--- config.mk ---
export PLATFORM = sky130hd
export DESIGN_NAME = clr_ctrl
export DESIGN_NICKNAME = d
export VERILOG_FILES = /design/src/hw/rtl/clr_pkg.sv /design/src/hw/rtl/clr_ctrl.sv
export SDC_FILE = /design/constraint.sdc
export NUM_CORES = 1
export LEC_CHECK = 0
export ABC_CLOCK_PERIOD_IN_PS = 1790
export BUFFER_PORTS_ARGS = -buffer_cell sky130_fd_sc_hd__buf_2
export CAP_MARGIN = 20
export CORE_AREA = 3 3 46 48
export CTS_BUF_LIST = sky130_fd_sc_hd__clkbuf_8 sky130_fd_sc_hd__clkbuf_16
export DETAILED_ROUTE_END_ITERATION = 7
export DIE_AREA = 0 0 49 51
export PLACE_DENSITY = 0.75
export SYNTH_ARGS = -nofsm -noshare
export SYNTH_HDL_FRONTEND = slang
export SYNTH_SLANG_ARGS = --single-unit
export TNS_END_PERCENT = 30
--- constraint.sdc ---
create_clock -name clk -period 1.79 [get_ports clk]
set_clock_uncertainty 0.2 [all_clocks]
set_input_delay 0.2685 -clock clk [delete_from_list [all_inputs] [get_ports clk]]
set_output_delay 0.2685 -clock clk [all_outputs]
set_load 0.005 [all_outputs]
--- src/hw/rtl/clr_pkg.sv ---
// Shared types and constants of the clipped line rasterizer.
// Used by every module of the block but clr_div; depends on nothing else.
package clr_pkg;

  localparam int MAX_DIM    = 4096;
  localparam int PIXEL_BITS = 32;

  // Width of the signed clipping arithmetic and of the shared units.
  localparam int WORK_W     = 40;
  localparam int MUL_W      = 20;
  localparam int DVSR_W     = 20;
  localparam int CFG_IDX_W  = 3;
  localparam int CFG_DATA_W = 16;

  localparam logic [12:0] MAX_DIM_C = 13'(MAX_DIM);

  localparam logic [CFG_IDX_W-1:0] CFG_ATTACHED = CFG_IDX_W'(0);
  localparam logic [CFG_IDX_W-1:0] CFG_WIDTH    = CFG_IDX_W'(1);
  localparam logic [CFG_IDX_W-1:0] CFG_HEIGHT   = CFG_IDX_W'(2);
  localparam logic [CFG_IDX_W-1:0] CFG_STRIDE   = CFG_IDX_W'(3);
  localparam logic [CFG_IDX_W-1:0] CFG_PITCH    = CFG_IDX_W'(4);

  // Bit positions of the line mode word.
  localparam int MODE_XDEC = 0;
  localparam int MODE_YDEC = 1;
  localparam int MODE_YMAJ = 2;
  localparam int MODE_DIAG = 3;
  localparam int MODE_BRES = 4;

  typedef logic signed [WORK_W-1:0] work_t;

  typedef struct packed {
    logic               req_type;
    logic signed [15:0] start_x;
    logic signed [15:0] start_y;
    logic signed [15:0] end_x;
    logic signed [15:0] end_y;
    logic [31:0]        colour;
  } in_req_t;

  typedef struct packed {
    logic        pixel_valid;
    logic [11:0] pixel_x;
    logic [11:0] pixel_y;
    logic [27:0] pixel_offset;
    logic [31:0] pixel_colour;
    logic        last_pixel;
    logic [12:0] pixel_count;
  } out_res_t;

  typedef enum logic [4:0] {
    ST_IDLE, ST_ORIENT, ST_CHECK, ST_STRAIGHT, ST_DIAG1, ST_DIAG2,
    ST_BR_B1, ST_MUL_B1, ST_DIV_B1, ST_WAIT_B1,
    ST_BR_A1, ST_MUL_A1, ST_DIV_A1, ST_WAIT_A1,
    ST_BR_B2, ST_MUL_B2, ST_DIV_B2, ST_WAIT_B2,
    ST_CLAMP, ST_FINAL, ST_RESULT
  } ctrl_state_t;

  typedef enum logic [4:0] {
    OP_NONE, OP_START, OP_STEP, OP_ORIENT, OP_CHECK, OP_STRAIGHT,
    OP_DIAG1, OP_DIAG2,
    OP_MUL_B1, OP_DIV_B1, OP_FIX_B1,
    OP_MUL_A1, OP_DIV_A1, OP_FIX_A1,
    OP_MUL_B2, OP_DIV_B2, OP_FIX_B2,
    OP_CLAMP, OP_FINAL, OP_EMIT
  } dp_op_t;

  typedef struct packed {
    dp_op_t op;
  } cmd_t;

  typedef struct packed {
    logic reject;
    logic straight;
    logic diag;
    logic b1_neg;
    logic a1_neg;
    logic b2_over;
    logic div_done;
  } sts_t;

endpackage

--- src/hw/rtl/clr_ctrl.sv ---
// Controller: sequences the clipping steps of a start request and the
// input and result handshakes. Depends on clr_pkg.
module clr_ctrl (
  input  logic          clk,
  input  logic          rst_n,
  input  logic          in_valid,
  input  logic          in_start,
  output logic          in_stall,
  output logic          out_valid,
  input  logic          out_stall,
  input  clr_pkg::sts_t sts,
  output clr_pkg::cmd_t cmd
);
  import clr_pkg::*;

  ctrl_state_t state_r, state_nxt;
  logic        out_valid_r, out_valid_nxt;
  logic        accept, slot_free;

  assign slot_free = !out_valid_r || !out_stall;
  assign accept    = (state_r == ST_IDLE) && in_valid && slot_free;

  always_comb begin
    state_nxt = state_r;
    case (state_r)
      ST_IDLE:     if (accept && in_start) state_nxt = ST_ORIENT;
      ST_ORIENT:   state_nxt = ST_CHECK;
      ST_CHECK: begin
        if (sts.reject) begin
          state_nxt = ST_RESULT;
        end else if (sts.straight) begin
          state_nxt = ST_STRAIGHT;
        end else if (sts.diag) begin
          state_nxt = ST_DIAG1;
        end else begin
          state_nxt = ST_BR_B1;
        end
      end
      ST_STRAIGHT: state_nxt = ST_FINAL;
      ST_DIAG1:    state_nxt = ST_DIAG2;
      ST_DIAG2:    state_nxt = ST_FINAL;
      ST_BR_B1:    state_nxt = sts.b1_neg ? ST_MUL_B1 : ST_BR_A1;
      ST_MUL_B1:   state_nxt = ST_DIV_B1;
      ST_DIV_B1:   state_nxt = ST_WAIT_B1;
      ST_WAIT_B1:  if (sts.div_done) state_nxt = ST_BR_A1;
      ST_BR_A1:    state_nxt = sts.a1_neg ? ST_MUL_A1 : ST_BR_B2;
      ST_MUL_A1:   state_nxt = ST_DIV_A1;
      ST_DIV_A1:   state_nxt = ST_WAIT_A1;
      ST_WAIT_A1:  if (sts.div_done) state_nxt = ST_BR_B2;
      ST_BR_B2:    state_nxt = sts.b2_over ? ST_MUL_B2 : ST_CLAMP;
      ST_MUL_B2:   state_nxt = ST_DIV_B2;
      ST_DIV_B2:   state_nxt = ST_WAIT_B2;
      ST_WAIT_B2:  if (sts.div_done) state_nxt = ST_CLAMP;
      ST_CLAMP:    state_nxt = ST_FINAL;
      ST_FINAL:    state_nxt = ST_RESULT;
      ST_RESULT:   if (slot_free) state_nxt = ST_IDLE;
      default:     state_nxt = ST_IDLE;
    endcase
  end

  always_comb begin
    cmd.op = OP_NONE;
    case (state_r)
      ST_IDLE:     if (accept) cmd.op = in_start ? OP_START : OP_STEP;
      ST_ORIENT:   cmd.op = OP_ORIENT;
      ST_CHECK:    cmd.op = OP_CHECK;
      ST_STRAIGHT: cmd.op = OP_STRAIGHT;
      ST_DIAG1:    cmd.op = OP_DIAG1;
      ST_DIAG2:    cmd.op = OP_DIAG2;
      ST_MUL_B1:   cmd.op = OP_MUL_B1;
      ST_DIV_B1:   cmd.op = OP_DIV_B1;
      ST_WAIT_B1:  if (sts.div_done) cmd.op = OP_FIX_B1;
      ST_MUL_A1:   cmd.op = OP_MUL_A1;
      ST_DIV_A1:   cmd.op = OP_DIV_A1;
      ST_WAIT_A1:  if (sts.div_done) cmd.op = OP_FIX_A1;
      ST_MUL_B2:   cmd.op = OP_MUL_B2;
      ST_DIV_B2:   cmd.op = OP_DIV_B2;
      ST_WAIT_B2:  if (sts.div_done) cmd.op = OP_FIX_B2;
      ST_CLAMP:    cmd.op = OP_CLAMP;
      ST_FINAL:    cmd.op = OP_FINAL;
      ST_RESULT:   if (slot_free) cmd.op = OP_EMIT;
      default:     cmd.op = OP_NONE;
    endcase
    in_stall = (state_r != ST_IDLE) || !slot_free;
    if ((cmd.op == OP_STEP) || (cmd.op == OP_EMIT)) begin
      out_valid_nxt = 1'b1;
    end else begin
      out_valid_nxt = out_valid_r && out_stall;
    end
  end

  always_ff @(posedge clk) begin
    if (!rst_n) begin
      state_r     <= ST_IDLE;
      out_valid_r <= 1'b0;
    end else begin
      state_r     <= state_nxt;
      out_valid_r <= out_valid_nxt;
    end
  end

  assign out_valid = out_valid_r;
endmodule

Yosys cells after proc, flatten, opt, wreduce, memory -nomap -nowiden
Cells that the tools add are included.
{"block": "classes", "n_reduce_logical": 14, "eq_ne": 27, "n_mux": 20}
{"operator": "5-bit case mux with 19 select lines", "n": 1}
{"operator": "5-bit case mux with 18 select lines", "n": 1}
{"operator": "5-bit two-way mux", "n": 9}
{"operator": "5-bit by 4-bit equality test with 1-bit output (second input constant)", "n": 8}
{"operator": "5-bit equality test (second input constant)", "n": 6}
{"operator": "5-bit by 3-bit equality test with 1-bit output (second input constant)", "n": 4}
{"operator": "5-bit by 2-bit equality test with 1-bit output (second input constant)", "n": 3}
{"operator": "4-bit two-way mux", "n": 3}
{"operator": "2-bit != test (second input constant)", "n": 4}
{"operator": "2-bit two-way mux", "n": 3}
{"operator": "3-bit two-way mux", "n": 2}
{"operator": "5-bit by 1-bit equality test with 1-bit output (second input constant)", "n": 1}
{"operator": "5-bit logical NOT", "n": 1}
{"operator": "5-bit AND reduction", "n": 1}
{"operator": "5-bit nonzero test", "n": 1}
{"operator": "1-bit logical AND", "n": 4}
{"operator": "1-bit logical NOT", "n": 3}
{"operator": "1-bit logical OR", "n": 3}
{"operator": "3-bit OR reduction", "n": 1}
{"operator": "2-bit by 1-bit != test with 1-bit output (second input constant)", "n": 1}
{"operator": "1-bit two-way mux", "n": 1}
{"block": "word_totals", "output_inout_bits": 7, "ff_bits": 6}

Longest topological paths before layout
{"block": "depth", "ltp_word": 8, "ltp_mapped": 7, "depth_no_buf": 5}

Least setup slack after synthesis
Ideal clock, no wire load.
{"block": "synth_timing", "path_type": "register to register", "start": "register state_r[3]", "end": "register out_valid_r (netlist: out_valid)", "setup_time_ps": 119, "required_ps": 1471, "path_stages_with_launch": 7, "path_slack_ps": 131, "path_buffers": 1, "arrival_time_ps": 1340, "period_less_slack_ps": 1659, "cell_sequence": "dfxtp_1 > buf_4 > inv_1 > o32a_1 > o21ai_1 > and4bb_1 > a2bb2oi_2"}
{"element": "start, declared", "line_no": "clr_ctrl.sv:16", "rtl": "ctrl_state_t state_r, state_nxt;"}
{"element": "start signal, assigned", "line_no": "clr_ctrl.sv:97", "rtl": "state_r <= state_nxt;"}
{"element": "end signal, assigned", "line_no": "clr_ctrl.sv:98", "rtl": "out_valid_r <= out_valid_nxt;"}
{"element": "end, declared", "line_no": "clr_ctrl.sv:17", "rtl": "logic out_valid_r, out_valid_nxt;"}

==> metrics <==
max-capacitance violation count 0; largest net degree at the start of global routing 13; Die Y 51 um; critical path data required time 1320 ps; Place WS -71.3 ps; synthesis-stage register bit count 6; Hold Path End state_r[3]; final wirelength 3.00 mm; final core occ 71.0%; First-pass DRT Iterations 4; Final GP Congestion 0.960; Worst Tran Pin Value 259 ps; Synth Area in Compound Gates 38.4%; initial antenna violation count 0; # IOs 19; total gr overflow 0; vias in the first global route 1087; hold wc startpoint rst_n; violated checks negative setup slack; DRT antenna net count 0; Hold Crit Class in2reg; Worst Reg-to-Reg Cells 7; Yosys warnings 0; clock latency on the worst-skew pair 210 ps; Slew HR 82.6%; Max Clk Rate 532 MHz; Final Hold Viols 0; CP Capture Type output pin; area growth from synthesis to layout 44.9%; Cells after Synth 116; core area 1750 um2; Synth Area in Adders 0%; PortBufs 18; hold bufs inserted after CTS 0; crit path launch type flop; largest family of logic cells by synthesized area compound AO/OA/AOI/OAI gates; top post-synthesis cells by area dfxtp_1 (14%), buf_6 (6.6%), a21oi_1 (5.3%), o21ai_0 (4.7%), nand2_1 (4.4%); PD cells 512 nW/um2; wire per inst 16.5 um; largest stage delay on the critical path 380 ps; sequential fraction of the synthesis area 14.1%; Sink Count 6; Worst Hold Depth 2; post-synth net total 128; Root Buffer clkbuf_8; CP max stage cell dfxtp_4; TritonCTS buffer count 3; post-DP HPWL 2.07 mm; R2R Path Start state_r[0]; Initial DRC Count 56; layout cells sized above 1 48.1%; CP Cell Sequence nor2_2 -> o21ai_0 -> o22ai_1 -> a21o_1 -> buf_2; # setup viols final 6; routed vias/inst 6.20; Top FF cell, synth dfxtp_1; Crit Path Class reg2out; DIE AREA 2500 um2; worst path buffer plus inverter count 1; Synth top area share 14.1%; Starting Density 49.0%; aggregate global-route resource usage 24.6%; simple-gate portion of the synthesized area 32.9%; Max FO, Critical Path 12; fin crit period 1880 ps; Final period util 105%; DRC violations left 0; RSZ-0062 raised after global routing true; syn_area_per_cell 7.37 um2; status complete, but fails checks; Post-Syn Area 855 um2; Post-synth EDFFs 0; multiplexer share of the synthesized area 2.34%; Post-synth ARST share 0%; Worst path top cell family by delay compound AO/OA/AOI/OAI gates; Reg2Reg Setup Slack -30 ps; CTS tree done; vias 1122; XOR/XNOR share of the synthesized area 0%; leading area contributor after synthesis dfxtp_1; Max H-tree Level 1; Pleak 0.548 nW; crit path DAT 1410 ps; fin nets 170; worst reg2reg endpoint out_valid; Slew Viols, Final 0; row count 15; Clk pin slew, worst setup/hold paths 30 ps; Max IR drop VDD 0.711 mV; setup tns final -331 ps; Antenna Cells 0; first-pass GRT wire length 4.88 mm; Die W 49 um; Netlist cell types 47; clk buf depth 2; final worst slack -91.4 ps
[registers in the layout (all words and copies together), names as in the netlist]
name,cells
state_r,5
out_valid,1
[worst register-to-register path: cells and delay by family, from the launching register on]
family	cells	cell delay [ps]
flops	1	370
compound gates	3	440
simple gates	2	480
buf+inv	2	280
[kinds of logic after synthesis]
| group | count (synthesis) |
|---|---|
| and+or+nand+nor | 48 |
| AOI/OAI and AO/OA | 45 |
| buffers and inverters | 15 |
| DFF | 6 |
| muxes | 2 |
[power by group]
group          switching, mW  internal [mW]
Sequential            0.0193          0.142
Combinational          0.131          0.149
Clock                 0.0490          0.144
[how the worst max path moves through the flow]
stage | endpoint | start | slack [ps] | cells past startpoint
final | cmd[0] | state_r[2] | -90 | 5
after CTS | cmd[3] | state_r[0] | -70 | 5
after global routing | cmd[0] | state_r[2] | -180 | 5
after floorplan | out_valid | state_r[3] | 130 | 6
after global placement | out_valid | state_r[2] | -20 | 6
after detailed placement | out_valid | state_r[2] | -70 | 6
[synthesized netlist by cell type, types with 3 or more instances]
master and n:
a21oi_1 9, a31oi_1 3, and3_1 3, and3b_1 3, buf_2 4, buf_6 5
dfxtp_1 6, nand2_1 10, nand3_1 6, nor2_1 5, nor2b_1 5, nor3b_1 4
o21ai_0 8, o21ai_1 3, o22ai_1 3
[per-stage QoR]
| step | cell area, um2 | hold slack [ps] | total power [mW] | instances |
|---|---|---|---|---|
| after floorplan | 855 | 183 | 0.312 | 116 |
| after global placement | 1060 | 373 | 0.386 | 171 |
| after detailed placement | 1060 | 376 | 0.392 | 171 |
| after CTS | 1190 | 144 | 0.623 | 180 |
| after global routing | 1240 | 159 | 0.677 | 181 |
| final | 1240 | 171 | 0.635 | 181 |
[placed cells by master, fill, tap and decap left out, types with 4 or more instances in the layout]
| master | n |
|---|---|
| buf_2 | 18 |
| nor2b_1 | 4 |
| buf_4 | 27 |
| nand2_1 | 9 |
| o21ai_0 | 7 |
| a21oi_1 | 8 |
| nand3_1 | 5 |
[routing by layer]
| metal | global-route usage [%] | share of wire, % |
|---|---|---|
| met4 | 11.4 | 2.8 |
| met2 | 41.6 | 47 |
| met3 | 3.50 | 8.4 |
| met5 | 0 | 0 |
| met1 | 30.8 | 41 |
[repair_timing]
item	in CTS	in global routing
endpoints found under the setup margin	10	10
gates resized for setup	17	11
buffers inserted	6	1
gates cloned	0	0
pin swaps	7	1
[final cells by class]
type / count / area, um2
repair buffers: 48 / 327
flip-flops and latches: 6 / 134
inverters: 4 / 17.5
multi-input cells: 95 / 688
clock buffers: 3 / 41.3
well taps: 25 / 31.3
fillers: 136 / 507
Power figures use the tool's default switching activity.
